**src/hdl/srg_pkg.sv**
```systemverilog
package srg_pkg;

	localparam int unsigned WordW = 64;

	typedef logic [WordW-1:0] word_t;
	typedef logic [1:0]       opcode_t;

	localparam opcode_t OP_RESEED  = 2'd0;
	localparam opcode_t OP_BOUNDED = 2'd1;
	localparam opcode_t OP_RAW     = 2'd2;

	localparam word_t GOLDEN_ADD   = 64'h9E37_79B9_7F4A_7C15;
	localparam word_t MIX_MUL_A    = 64'hBF58_476D_1CE4_E5B9;
	localparam word_t MIX_MUL_B    = 64'h94D0_49BB_1331_11EB;
	localparam word_t FALLBACK     = 64'h1066_89D4_5497_FDB5;
	localparam word_t SCRAMBLE_MUL = 64'd2685821657736338717;

	typedef enum logic [3:0] {
		ST_IDLE,
		ST_RS_W1,
		ST_RS_G2,
		ST_RS_W2,
		ST_RS_G3,
		ST_RS_W3,
		ST_MOD_LIM,
		ST_DRAW,
		ST_MOD_RES,
		ST_OUT
	} state_t;

	typedef struct packed {
		logic busy;
		logic done;
	} unit_sts_t;

	function automatic word_t xorshift_step(word_t s);
		word_t x;
		x = s ^ (s >> 12);
		x = x ^ (x << 25);
		x = x ^ (x >> 27);
		return x;
	endfunction

endpackage

```
**src/hdl/srg_in_if.sv**
```systemverilog
interface srg_in_if;
	logic              valid;
	logic              ready;
	srg_pkg::opcode_t  opcode;
	srg_pkg::word_t    seed_value;
	srg_pkg::word_t    stream_index;
	srg_pkg::word_t    bound;

	modport source (output valid, output opcode, output seed_value, output stream_index,
		output bound, input ready);
	modport sink (input valid, input opcode, input seed_value, input stream_index,
		input bound, output ready);
endinterface

```
**src/hdl/srg_out_if.sv**
```systemverilog
interface srg_out_if;
	logic           valid;
	logic           ready;
	srg_pkg::word_t random_value;

	modport source (output valid, output random_value, input ready);
	modport sink (input valid, input random_value, output ready);
endinterface

```
**src/hdl/srg_mul.sv**
```systemverilog
module srg_mul (
	input  logic                 clk,
	input  logic                 arst_n,
	input  logic                 start,
	input  srg_pkg::word_t       a,
	input  srg_pkg::word_t       b,
	output srg_pkg::word_t       product,
	output srg_pkg::unit_sts_t   sts
);

	localparam int unsigned CntW = $clog2(srg_pkg::WordW);

	srg_pkg::word_t  a_q;
	srg_pkg::word_t  b_q;
	srg_pkg::word_t  acc_q;
	logic [CntW-1:0] cnt_q;
	logic            busy_q;
	logic            done_q;

	always_ff @(posedge clk or negedge arst_n) begin
		if (!arst_n) begin
			busy_q <= 1'b0;
			done_q <= 1'b0;
			cnt_q  <= '0;
		end else begin
			done_q <= 1'b0;
			if (start) begin
				busy_q <= 1'b1;
				cnt_q  <= '0;
			end else if (busy_q) begin
				cnt_q <= cnt_q + 1'b1;
				if (cnt_q == '1) begin
					busy_q <= 1'b0;
					done_q <= 1'b1;
				end
			end
		end
	end

	// One multiplier bit per cycle; the product is kept modulo 2^64.
	always_ff @(posedge clk) begin
		if (start) begin
			a_q   <= a;
			b_q   <= b;
			acc_q <= '0;
		end else if (busy_q) begin
			if (b_q[0]) begin
				acc_q <= acc_q + a_q;
			end
			a_q <= a_q << 1;
			b_q <= b_q >> 1;
		end
	end

	assign product  = acc_q;
	assign sts.busy = busy_q;
	assign sts.done = done_q;

endmodule

```
**src/hdl/srg_mod.sv**
```systemverilog
module srg_mod (
	input  logic                 clk,
	input  logic                 arst_n,
	input  logic                 start,
	input  srg_pkg::word_t       dividend,
	input  srg_pkg::word_t       divisor,
	output srg_pkg::word_t       remainder,
	output srg_pkg::unit_sts_t   sts
);

	localparam int unsigned CntW = $clog2(srg_pkg::WordW);

	srg_pkg::word_t        dvd_q;
	srg_pkg::word_t        div_q;
	srg_pkg::word_t        rem_q;
	logic [CntW-1:0]       cnt_q;
	logic                  busy_q;
	logic                  done_q;
	logic [srg_pkg::WordW:0] trial;
	logic [srg_pkg::WordW:0] diff;

	always_ff @(posedge clk or negedge arst_n) begin
		if (!arst_n) begin
			busy_q <= 1'b0;
			done_q <= 1'b0;
			cnt_q  <= '0;
		end else begin
			done_q <= 1'b0;
			if (start) begin
				busy_q <= 1'b1;
				cnt_q  <= '0;
			end else if (busy_q) begin
				cnt_q <= cnt_q + 1'b1;
				if (cnt_q == '1) begin
					busy_q <= 1'b0;
					done_q <= 1'b1;
				end
			end
		end
	end

	// Restoring remainder: the partial remainder stays below the divisor, so
	// after the shift it needs one extra bit and one conditional subtract.
	assign trial = {rem_q, dvd_q[srg_pkg::WordW-1]};
	assign diff  = trial - {1'b0, div_q};

	always_ff @(posedge clk) begin
		if (start) begin
			dvd_q <= dividend;
			div_q <= divisor;
			rem_q <= '0;
		end else if (busy_q) begin
			dvd_q <= dvd_q << 1;
			if (!diff[srg_pkg::WordW]) begin
				rem_q <= diff[srg_pkg::WordW-1:0];
			end else begin
				rem_q <= trial[srg_pkg::WordW-1:0];
			end
		end
	end

	assign remainder = rem_q;
	assign sts.busy  = busy_q;
	assign sts.done  = done_q;

endmodule

```
**src/hdl/seeded_bounded_random_generator.sv**
```systemverilog
// Channel  Modport  Payload                                     Role
// item     sink     opcode, seed_value, stream_index, bound     requests in
// result   source   random_value                                one word per draw
//
// Multiplies and remainders run one bit per cycle through a shared serial
// multiplier and a shared serial remainder unit.
// A raw draw uses one multiply; a reseed uses three multiplies. A bounded draw uses a
// remainder, a multiply per word drawn, and a remainder; a zero bound gives zero.
// Reset loads the fallback seed; a finished result waits in an output register
// while the next request is accepted.
module seeded_bounded_random_generator (
	input  logic       clk,
	input  logic       arst_n,
	srg_in_if.sink     item,
	srg_out_if.source  result
);

	srg_pkg::state_t    state_q;
	srg_pkg::state_t    state_d;
	srg_pkg::word_t     gen_q;
	srg_pkg::word_t     s_q;
	srg_pkg::word_t     b_q;
	srg_pkg::word_t     x_q;
	srg_pkg::word_t     m_q;
	srg_pkg::word_t     res_q;
	srg_pkg::word_t     out_data_q;
	logic               out_valid_q;
	logic               raw_q;

	logic               accept;
	logic               step_en;
	logic               slot_free;
	logic               reject;
	srg_pkg::word_t     gen_next;
	srg_pkg::word_t     mix_out;

	logic               mul_start;
	srg_pkg::word_t     mul_a;
	srg_pkg::word_t     mul_b;
	srg_pkg::word_t     mul_p;
	srg_pkg::unit_sts_t mul_sts;

	logic               mod_start;
	srg_pkg::word_t     mod_a;
	srg_pkg::word_t     mod_b;
	srg_pkg::word_t     mod_r;
	srg_pkg::unit_sts_t mod_sts;

	srg_mul u_mul (
		.clk     (clk),
		.arst_n  (arst_n),
		.start   (mul_start),
		.a       (mul_a),
		.b       (mul_b),
		.product (mul_p),
		.sts     (mul_sts)
	);

	srg_mod u_mod (
		.clk       (clk),
		.arst_n    (arst_n),
		.start     (mod_start),
		.dividend  (mod_a),
		.divisor   (mod_b),
		.remainder (mod_r),
		.sts       (mod_sts)
	);

	assign item.ready          = (state_q == srg_pkg::ST_IDLE);
	assign accept              = item.valid && item.ready;
	assign slot_free           = !out_valid_q || result.ready;
	assign gen_next            = srg_pkg::xorshift_step(gen_q);
	assign reject              = (mul_p >= m_q);
	assign mix_out             = mul_p ^ (mul_p >> 31);
	assign result.valid        = out_valid_q;
	assign result.random_value = out_data_q;

	always_comb begin
		state_d = state_q;
		unique case (state_q)
			srg_pkg::ST_IDLE: begin
				if (accept) begin
					case (item.opcode)
						srg_pkg::OP_RESEED:  state_d = srg_pkg::ST_RS_W1;
						srg_pkg::OP_BOUNDED: begin
							state_d = (item.bound == '0) ? srg_pkg::ST_OUT
								: srg_pkg::ST_MOD_LIM;
						end
						srg_pkg::OP_RAW:     state_d = srg_pkg::ST_DRAW;
						default:             state_d = srg_pkg::ST_IDLE;
					endcase
				end
			end
			srg_pkg::ST_RS_W1:   if (mul_sts.done) state_d = srg_pkg::ST_RS_G2;
			srg_pkg::ST_RS_G2:   state_d = srg_pkg::ST_RS_W2;
			srg_pkg::ST_RS_W2:   if (mul_sts.done) state_d = srg_pkg::ST_RS_G3;
			srg_pkg::ST_RS_G3:   state_d = srg_pkg::ST_RS_W3;
			srg_pkg::ST_RS_W3:   if (mul_sts.done) state_d = srg_pkg::ST_IDLE;
			srg_pkg::ST_MOD_LIM: if (mod_sts.done) state_d = srg_pkg::ST_DRAW;
			srg_pkg::ST_DRAW: begin
				if (mul_sts.done) begin
					if (raw_q) begin
						state_d = srg_pkg::ST_OUT;
					end else if (!reject) begin
						state_d = srg_pkg::ST_MOD_RES;
					end
				end
			end
			srg_pkg::ST_MOD_RES: if (mod_sts.done) state_d = srg_pkg::ST_OUT;
			srg_pkg::ST_OUT:     if (slot_free) state_d = srg_pkg::ST_IDLE;
			default:             state_d = srg_pkg::ST_IDLE;
		endcase
	end

	always_comb begin
		step_en   = 1'b0;
		mul_start = 1'b0;
		mul_a     = gen_next;
		mul_b     = srg_pkg::SCRAMBLE_MUL;
		mod_start = 1'b0;
		mod_a     = mul_p;
		mod_b     = b_q;
		unique case (state_q)
			srg_pkg::ST_IDLE: begin
				if (accept) begin
					case (item.opcode)
						srg_pkg::OP_RESEED: begin
							mul_start = 1'b1;
							mul_a     = item.stream_index;
							mul_b     = srg_pkg::MIX_MUL_A;
						end
						srg_pkg::OP_BOUNDED: begin
							mod_start = (item.bound != '0);
							mod_a     = '1;
							mod_b     = item.bound;
						end
						srg_pkg::OP_RAW: begin
							step_en   = 1'b1;
							mul_start = 1'b1;
						end
						default: ;
					endcase
				end
			end
			srg_pkg::ST_RS_G2: begin
				mul_start = 1'b1;
				mul_a     = x_q ^ (x_q >> 30);
				mul_b     = srg_pkg::MIX_MUL_A;
			end
			srg_pkg::ST_RS_G3: begin
				mul_start = 1'b1;
				mul_a     = x_q ^ (x_q >> 27);
				mul_b     = srg_pkg::MIX_MUL_B;
			end
			srg_pkg::ST_MOD_LIM: begin
				step_en   = mod_sts.done;
				mul_start = mod_sts.done;
			end
			srg_pkg::ST_DRAW: begin
				// A rejected word starts the next step at once.
				if (mul_sts.done && !raw_q) begin
					step_en   = reject;
					mul_start = reject;
					mod_start = !reject;
				end
			end
			default: ;
		endcase
	end

	always_ff @(posedge clk or negedge arst_n) begin
		if (!arst_n) begin
			state_q     <= srg_pkg::ST_IDLE;
			gen_q       <= srg_pkg::FALLBACK;
			out_valid_q <= 1'b0;
			raw_q       <= 1'b0;
		end else begin
			state_q <= state_d;
			if (accept) begin
				raw_q <= (item.opcode == srg_pkg::OP_RAW);
			end
			if (step_en) begin
				gen_q <= gen_next;
			end else if (state_q == srg_pkg::ST_RS_W3 && mul_sts.done) begin
				gen_q <= (mix_out == '0) ? srg_pkg::FALLBACK : mix_out;
			end
			if (state_q == srg_pkg::ST_OUT && slot_free) begin
				out_valid_q <= 1'b1;
			end else if (result.ready) begin
				out_valid_q <= 1'b0;
			end
		end
	end

	always_ff @(posedge clk) begin
		if (accept) begin
			s_q <= item.seed_value;
			b_q <= item.bound;
		end
		if (state_q == srg_pkg::ST_RS_W1 && mul_sts.done) begin
			x_q <= s_q + srg_pkg::GOLDEN_ADD + mul_p;
		end else if (state_q == srg_pkg::ST_RS_W2 && mul_sts.done) begin
			x_q <= mul_p;
		end
		// Largest multiple of the bound not above 2^64-1 is all-ones minus the remainder.
		if (state_q == srg_pkg::ST_MOD_LIM && mod_sts.done) begin
			m_q <= ~mod_r;
		end
		if (accept) begin
			res_q <= '0;
		end else if (state_q == srg_pkg::ST_DRAW && mul_sts.done) begin
			res_q <= mul_p;
		end else if (state_q == srg_pkg::ST_MOD_RES && mod_sts.done) begin
			res_q <= mod_r;
		end
		if (state_q == srg_pkg::ST_OUT && slot_free) begin
			out_data_q <= res_q;
		end
	end

`ifndef SYNTHESIS
	a_state_nonzero: assert property (@(posedge clk) disable iff (!arst_n)
		gen_q != '0)
		else $error("generator state became zero");

	a_mul_start_free: assert property (@(posedge clk) disable iff (!arst_n)
		mul_start |-> !mul_sts.busy)
		else $error("multiplier started while busy");

	a_mod_start_free: assert property (@(posedge clk) disable iff (!arst_n)
		mod_start |-> !mod_sts.busy)
		else $error("remainder unit started while busy");

	a_ready_units_idle: assert property (@(posedge clk) disable iff (!arst_n)
		item.ready |-> (!mul_sts.busy && !mod_sts.busy))
		else $error("request accepted while an arithmetic unit is busy");

	a_mod_done_state: assert property (@(posedge clk) disable iff (!arst_n)
		mod_sts.done |-> (state_q == srg_pkg::ST_MOD_LIM || state_q == srg_pkg::ST_MOD_RES))
		else $error("remainder finished outside a remainder state");
`endif

endmodule

```
**src/flat_wrapper.sv**
```systemverilog
// flat-port wrapper written by rule: the top's interface ports become plain ports
module seeded_bounded_random_generator_flat 
  (clk, arst_n, item_valid, item_opcode, item_seed_value, item_stream_index, item_bound, item_ready, result_valid, result_random_value, result_ready);
  srg_in_if item_i ();
  srg_out_if result_i ();
  input  logic clk;
  input  logic arst_n;
  input wire logic [$bits(item_i.valid)-1:0] item_valid;
  input wire logic [$bits(item_i.opcode)-1:0] item_opcode;
  input wire logic [$bits(item_i.seed_value)-1:0] item_seed_value;
  input wire logic [$bits(item_i.stream_index)-1:0] item_stream_index;
  input wire logic [$bits(item_i.bound)-1:0] item_bound;
  output wire logic [$bits(item_i.ready)-1:0] item_ready;
  output wire logic [$bits(result_i.valid)-1:0] result_valid;
  output wire logic [$bits(result_i.random_value)-1:0] result_random_value;
  input wire logic [$bits(result_i.ready)-1:0] result_ready;
  assign item_i.valid = item_valid;
  assign item_i.opcode = item_opcode;
  assign item_i.seed_value = item_seed_value;
  assign item_i.stream_index = item_stream_index;
  assign item_i.bound = item_bound;
  assign item_ready = item_i.ready;
  assign result_valid = result_i.valid;
  assign result_random_value = result_i.random_value;
  assign result_i.ready = result_ready;
  seeded_bounded_random_generator u_core (.clk(clk), .arst_n(arst_n), .item(item_i), .result(result_i));
endmodule
```
**config.mk**
```make
export PLATFORM = sky130hd
export DESIGN_NAME = seeded_bounded_random_generator_flat
export DESIGN_NICKNAME = d
export VERILOG_FILES = /design/src/hdl/srg_pkg.sv /design/src/hdl/srg_in_if.sv /design/src/hdl/srg_out_if.sv /design/src/hdl/srg_mul.sv /design/src/hdl/srg_mod.sv /design/src/hdl/seeded_bounded_random_generator.sv /design/src/flat_wrapper.sv
export SDC_FILE = /design/constraint.sdc
export NUM_CORES = 2
export LEC_CHECK = 0
export BUFFER_PORTS_ARGS = -buffer_cell sky130_fd_sc_hd__buf_4
export CAP_MARGIN = 20
export CELL_PAD_IN_SITES_DETAIL_PLACEMENT = 0
export CELL_PAD_IN_SITES_GLOBAL_PLACEMENT = 1
export CORE_MARGIN = 4
export CORE_UTILIZATION = 53
export DETAILED_ROUTE_END_ITERATION = 10
export PLACE_DENSITY = 0.85
export SETUP_SLACK_MARGIN = 0.3
export SLEW_MARGIN = 20
export SYNTH_ARGS = -nofsm -noshare
export SYNTH_HDL_FRONTEND = slang
export SYNTH_SLANG_ARGS = --single-unit
```
**constraint.sdc**
```tcl
create_clock -name clk -period 12.4 [get_ports clk]
set_input_delay 1.24 -clock clk [delete_from_list [all_inputs] [get_ports clk]]
set_output_delay 1.24 -clock clk [all_outputs]
set_load 0.01 [all_outputs]
```
# Word level (Yosys, flattened, before mapping)
# Index checks and enable logic that the tools add are counted.
dict set report totals {
  out_inout_bits 66
  inputBits 198
  regBits 854
  wordCells 154
}
dict set report classes {
  magnitude_cmp 1
  addsub 6
  n_eq_ne 22
  reduce_logical 28
  mux 68
  bitwise_logic 7
}
# cell count
set ops {}
lappend ops {{$mux 64} 24}
lappend ops {{$pmux 64 s3} 2}
lappend ops {{$add 64x64->64} 2}
lappend ops {{$logic_not 64->1} 2}
lappend ops {{$xor 64x37->64} 2}
lappend ops {{$sub 65x64->65} 1}
lappend ops {{$add 64x64->64 const B} 1}
lappend ops {{$ge 64x64->1} 1}
lappend ops {{$not 64->64} 1}
lappend ops {{$reduce_bool 64->1} 1}
lappend ops {{$xor 64x33->64} 1}
lappend ops {{$xor 64x34->64} 1}
lappend ops {{$xor 64x52->64} 1}
lappend ops {{$xor 64x64->64} 1}
lappend ops {{$mux 4} 11}
lappend ops {{$pmux 4 s10} 1}
lappend ops {{$mux 6} 4}
lappend ops {{$mux 1} 22}
lappend ops {{$eq 4x3->1 const B} 4}
lappend ops {{$ne 2x2->1 const B} 7}
lappend ops {{$add 6x1->6 const B} 2}
lappend ops {{$eq 6x6->1 const B} 2}
lappend ops {{$pmux 4 s3} 1}
lappend ops {{$reduce_bool 2->1} 6}
lappend ops {{other kinds (18)} 31}

# Logic depth before layout (Yosys ltp)
dict set report logic_depth {
  ltp_word 7
  ltp_mapped 17
  depth_no_buf 17
}

# By module
# From an unflattened synthesis, not the netlist that was laid out.
dict set report hier_totals {
  hier_cells 5074
  hier_area_um2 50992.7
}
# mod area_per_inst_um2 seq_area_each_um2 cells_each instances
set by_module_without_submodules {}
lappend by_module_without_submodules {seeded_bounded_random_generator 27776.6 12682.2 2803 1}
lappend by_module_without_submodules {srg_mul 11632.4 5325.1 1091 1}
lappend by_module_without_submodules {srg_mod 11583.6 5325.1 1180 1}

# Worst setup path before layout
# Ideal clock, no wire load.
dict set report synth_timing {
  kind {flip-flop to flip-flop}
  start {reg u_core.state_q[3]}
  end {reg u_core.x_q[0] (enable)}
  path_slack_ns 4.531
  arrival_ns 7.203
  setup_time_ns 0.666
  stages_incl_launch_ff 3
  synth_period_minus_slack_ns 7.869
  t_required_ns 11.734
  n_path_buf 1
  path_cell_list {dfrtp_1 -> clkbuf_1 -> nor4b_1}
}
dict set report synth_via {
  elab_chain_len 3
  word_cells_on_any_way 5
  cone_classes {eq/ne: 2; reduce/logical: 3}
}
# element line_no
set synth_lines {}
lappend synth_lines {{from (decl)} seeded_bounded_random_generator.sv:18} ;# srg_pkg::state_t state_q;
lappend synth_lines {{from (signal assigned)} seeded_bounded_random_generator.sv:173} ;# state_q <= srg_pkg::ST_IDLE;
lappend synth_lines {{from (signal assigned)} seeded_bounded_random_generator.sv:178} ;# state_q <= state_d;
lappend synth_lines {{$eq 4x2->1 or $eq 4x1->1 (tied branches)} {seeded_bounded_random_generator.sv:202, seeded_bounded_random_generator.sv:200}}
lappend synth_lines {{$logic_and 1x1->1 (on tied branches)} {seeded_bounded_random_generator.sv:202, seeded_bounded_random_generator.sv:200}}
lappend synth_lines {{$reduce_bool 2->1 (no line) (*)} -}
lappend synth_lines {{to (signal assigned)} seeded_bounded_random_generator.sv:201} ;# x_q <= s_q + srg_pkg::GOLDEN_ADD + mul_p;
lappend synth_lines {{to (signal assigned)} seeded_bounded_random_generator.sv:203} ;# x_q <= mul_p;
lappend synth_lines {{to (decl)} seeded_bounded_random_generator.sv:23} ;# srg_pkg::word_t x_q;
# Mark *: on every way between the ends. The rest lies on a longest branch, timed or not.
# A chain may end at the register's enable or synchronous reset.

# Worst setup path after layout
dict set report layout_timing {
  start {reg u_core.u_mul.acc_q[0], in the netlist u_core.u_mul.product[0]}
  end {reg u_core.u_mod.dvd_q[26] (enable)}
}
dict set report layout_via {
  elab_chain_len 5
}
# element line_no
set layout_lines {}
lappend layout_lines {{from (decl)} srg_mul.sv:15} ;# srg_pkg::word_t acc_q;
lappend layout_lines {{from (signal assigned)} srg_mul.sv:48} ;# acc_q <= acc_q + a_q;
lappend layout_lines {{$ge 64x64->1} seeded_bounded_random_generator.sv:73} ;# assign reject = (mul_p >= m_q);
lappend layout_lines {{$logic_not 1->1} -}
lappend layout_lines {{$mux 1} seeded_bounded_random_generator.sv:161} ;# if (mul_sts.done && !raw_q) begin
lappend layout_lines {{$pmux 1 s2} seeded_bounded_random_generator.sv:123} ;# unique case (state_q)
lappend layout_lines {{$reduce_bool 2->1 (no line)} -}
lappend layout_lines {{to (signal assigned)} srg_mod.sv:49} ;# dvd_q <= dividend;
lappend layout_lines {{to (signal assigned)} srg_mod.sv:53} ;# dvd_q <= dvd_q << 1;
lappend layout_lines {{to (decl)} srg_mod.sv:13} ;# srg_pkg::word_t dvd_q;
# Every way passes these cells.

==> impl_metrics.yaml <==
outcome:
  status: "complete, no violations"
global_routing:
  antenna_found_initial: 2
  grt_pass1_wl_um: 239000
  grt_max_degree: 94
  grt_pass1_vias: 37900
  grtUsageTotal_pct: 31.8
  grt_overflow: 0
logic_synthesis:
  synthAdderAreaFrac_pct: 8.08
  synth-xor-area-share_pct: 6.05
  synth-simple-area-share_pct: 11.9
  syn-num-nets: 5701
  synth_compound_area_share_pct: 20.1
  async_flop_share_pct: 10.1
  netlist_area_um2: 50000
  synth.distinct_cells: 101
  yosys_warnings: 0
  synth_top_family_by_area: "compound AO/OA/AOI/OAI gates"
  synth_top_area_cell: "edfxtp_1"
  synth-edff-count: 576
  syn_inst: 5182
  ys_ff_latch: 854
  synth_seq_area_share_pct: 46.7
  syn_avg_cell_area_um2: 9.64
  ys.flop_type: "edfxtp_1"
  post-synth-top-area-fraction_pct: 34.6
  muxShareOfSynthArea_pct: 1.86
  netlist_top_cells_area: "edfxtp_1 35%, ha_1 8.0%, dfxtp_1 7.7%, a21oi_1 5.2%, nor2_1 4.2%"
clock_tree:
  tritoncts: "built"
  root_buffer: "clkbuf_16"
  postCtsResizedCells: 0
  h-tree-depth: 3
  post_cts_buffers: 0
  clkSinkCount: 854
  clockBufferDepth: 3
  clk_latency_ns: 0.69
  clkSlewWorstSetupHoldPaths_ns: 0.06
  numCtsBuffers: 93
  hold_buffers: 0
final_layout:
  syn_to_final_growth_pct: 12.4
  nFillCells: 8065
  final_cell_mix: "576 x edfxtp_1, 556 x nor2_1, 521 x a21oi_1"
  final_layout_size_suffix_gt1_share_pct: 12.2
  final_common_cell: "edfxtp_1"
  final_nets: 5843
worst_hold_path:
  min_from: "u_core.res_q[13]"
  min_path_type: "flip-flop to flip-flop"
  hold_end: "u_core.result.random_value[13]"
  hold_depth: 0
sta:
  fin_crit_sh_pct: 51.5
  tightest_slew_ns: 1.08
  fin_crit_ns: 6.39
  final_hold_viol_count: 0
  finalMaxSlewViolations: 0
  final.setup.tns_ns: 0
  finalClockSkew_ns: 0.0396
  rsz0062_at_grt: "no"
  max_freq_ghz: 0.156
  relSlewSlack_pct: 27.0
  setup_viol: 0
routing:
  wl_um: 162000
  viasPerCell: 6.07
  drt_pass1_iterations: 8
  drt-initial-drc-count: 4159
  drc: 0
  vias: 40400
  wl_per_cell_um: 24.3
  ant_nets: 0
place:
  port_buffers: 263
  gp_congestion: 1.02
  hpwl_um: 118000
pwr:
  totalPowerFinal_mw: 5.91
  p_leak_nw: 24.6
  p_sw_share_pct: 20.8
  p_int_mw: 4.68
  p_sw_mw: 1.23
  clkPwrFrac_pct: 47.7
  pwr-share-seq_pct: 51.0
  ir_drop_uv: 121
  p_comb_share_pct: 1.3
  p_per_area_nw_per_um2: 105
floorplan:
  dieHeight_um: 315
  num_rows: 112
  ios: 264
  dieArea_um2: 99200
  die_width_um: 315
  initial_utilization_pct: 53.4
  coreArea_um2: 93500
setup_path:
  crit_arrival_ns: 6.69
  cp_max_fo: 57
  required_ns: 12.70
  end_kind: "flip-flop"
  worstReg2RegStart: "u_core.u_mul.product[0]"
  critPathLaunchType: "flip-flop"
  rrSetupSlack_ns: 6.01
  reg2reg_to: "u_core.u_mod.dvd_q[26]"
  rr_worst_depth: 15
  crit_type: "flip-flop to flip-flop"
flow_run:
  maxCapViolCount: 0
worst max-delay path: stages (launching register included):
cell and delay (ns):
dfxtp_1 0.43, inv_1 0.24, ha_1 0.35, nand2b_1 0.13
a2111oi_0 0.42, a211o_1 0.17, a211oi_1 0.06, o21ai_0 0.57
a32oi_1 0.43, a21o_1 0.27, a211o_4 0.55, and2_0 0.41
inv_4 0.61, nor2_1 0.14, clkinv_2 0.45, buf_4 0.64
registers in the layout (all words and copies together), names as in the netlist:
name                        count
u_core.b_q                     64
u_core.gen_q                   64
u_core.m_q                     64
u_core.raw_q                    1
u_core.res_q                   64
u_core.result.random_value     64
u_core.result.valid             1
u_core.s_q                     64
u_core.state_q                  4
u_core.u_mod.busy_q             1
u_core.u_mod.cnt_q              6
u_core.u_mod.div_q             64
u_core.u_mod.done_q             1
u_core.u_mod.dvd_q             64
u_core.u_mod.remainder         64
u_core.u_mul.a_q               64
u_core.u_mul.b_q               64
u_core.u_mul.busy_q             1
u_core.u_mul.cnt_q              6
u_core.u_mul.done_q             1
u_core.u_mul.product           64
u_core.x_q                     64
layout make-up:
| type | instances | area, µm² | share of cell area, % |
|---|---|---|---|
| sequential | 854 | 23300 | 41.6 |
| antenna | 1 | 2.50 | 0.00446 |
| multi-input combinational | 3633 | 24100 | 42.9 |
| timing repair buffer | 346 | 2600 | 4.63 |
| clock buffer | 127 | 2540 | 4.52 |
| clock inverter | 45 | 498 | 0.887 |
| tap | 1254 | 1570 | 2.80 |
| inverter | 396 | 1500 | 2.67 |
power by group through the flow:
stage | clock network (mW) | logic [mW] | registers [mW]
4_1_cts | 2.85 | 0.0750 | 3.01
2_1_floorplan | 0 | 0.00192 | 3.07
5_1_grt | 2.97 | 0.0788 | 3.01
3_3_place_gp | 0 | 0.0734 | 3.07
3_5_place_dp | 0 | 0.0748 | 3.07
6_report | 2.82 | 0.0750 | 3.01
worst max-delay path by stage:
stage | from | end
2_1_floorplan | u_core.state_q[3] | u_core.x_q[0]
3_3_place_gp | item_bound[17] | u_core.u_mod.dvd_q[25]
3_5_place_dp | item_bound[17] | u_core.u_mod.dvd_q[26]
4_1_cts | u_core.u_mul.product[0] | u_core.u_mod.dvd_q[26]
5_1_grt | u_core.u_mul.product[0] | u_core.u_mod.dvd_q[26]
6_report | u_core.u_mul.product[0] | u_core.u_mod.dvd_q[26]
stage by stage:
| stage | setup WS (ns) | instances | util [%] | instance area (µm²) | hold slack (ns) |
|---|---|---|---|---|---|
| after floorplan | 4.53 | 5182 | - | 50000 | 0.409 |
| after global placement | 5.86 | 6483 | 56.8 | 53100 | 0.415 |
| after detailed placement | 5.93 | 6483 | 56.8 | 53100 | 0.416 |
| after CTS | 5.93 | 6655 | 60.1 | 56100 | 0.437 |
| after global routing | 5.67 | 6655 | 60.1 | 56100 | 0.449 |
| final | 6.01 | 6656 | 60.1 | 56100 | 0.435 |
cells by family after synthesis:
kind of cell	after synthesis
compound gates	1535
xor+xnor	345
fa+ha+maj	321
buf+inv	695
flops	854
mux	84
simple gates	1348
cells in the mapped netlist (all sizes together), types with 126 or more instances:
cell / count
nand2: 412
xnor2: 219
edfxtp: 576
a21oi: 526
a21o: 162
inv: 394
nor2: 562
a211oi: 144
xor2: 126
clkbuf: 248
o21ai: 286
ha: 318
dfxtp: 192
metal layers:
layer  share of wire, %  vias up  global-route usage [%]
met2                 44     1685                    49.0
met5             0.0099        -                       0
met4                4.4        2                    12.1
met3                8.4      349                    6.43
met1                 43    19300                    44.5
li1                   -    19000                       -
Note: power is estimated with default switching activity, not from simulation.
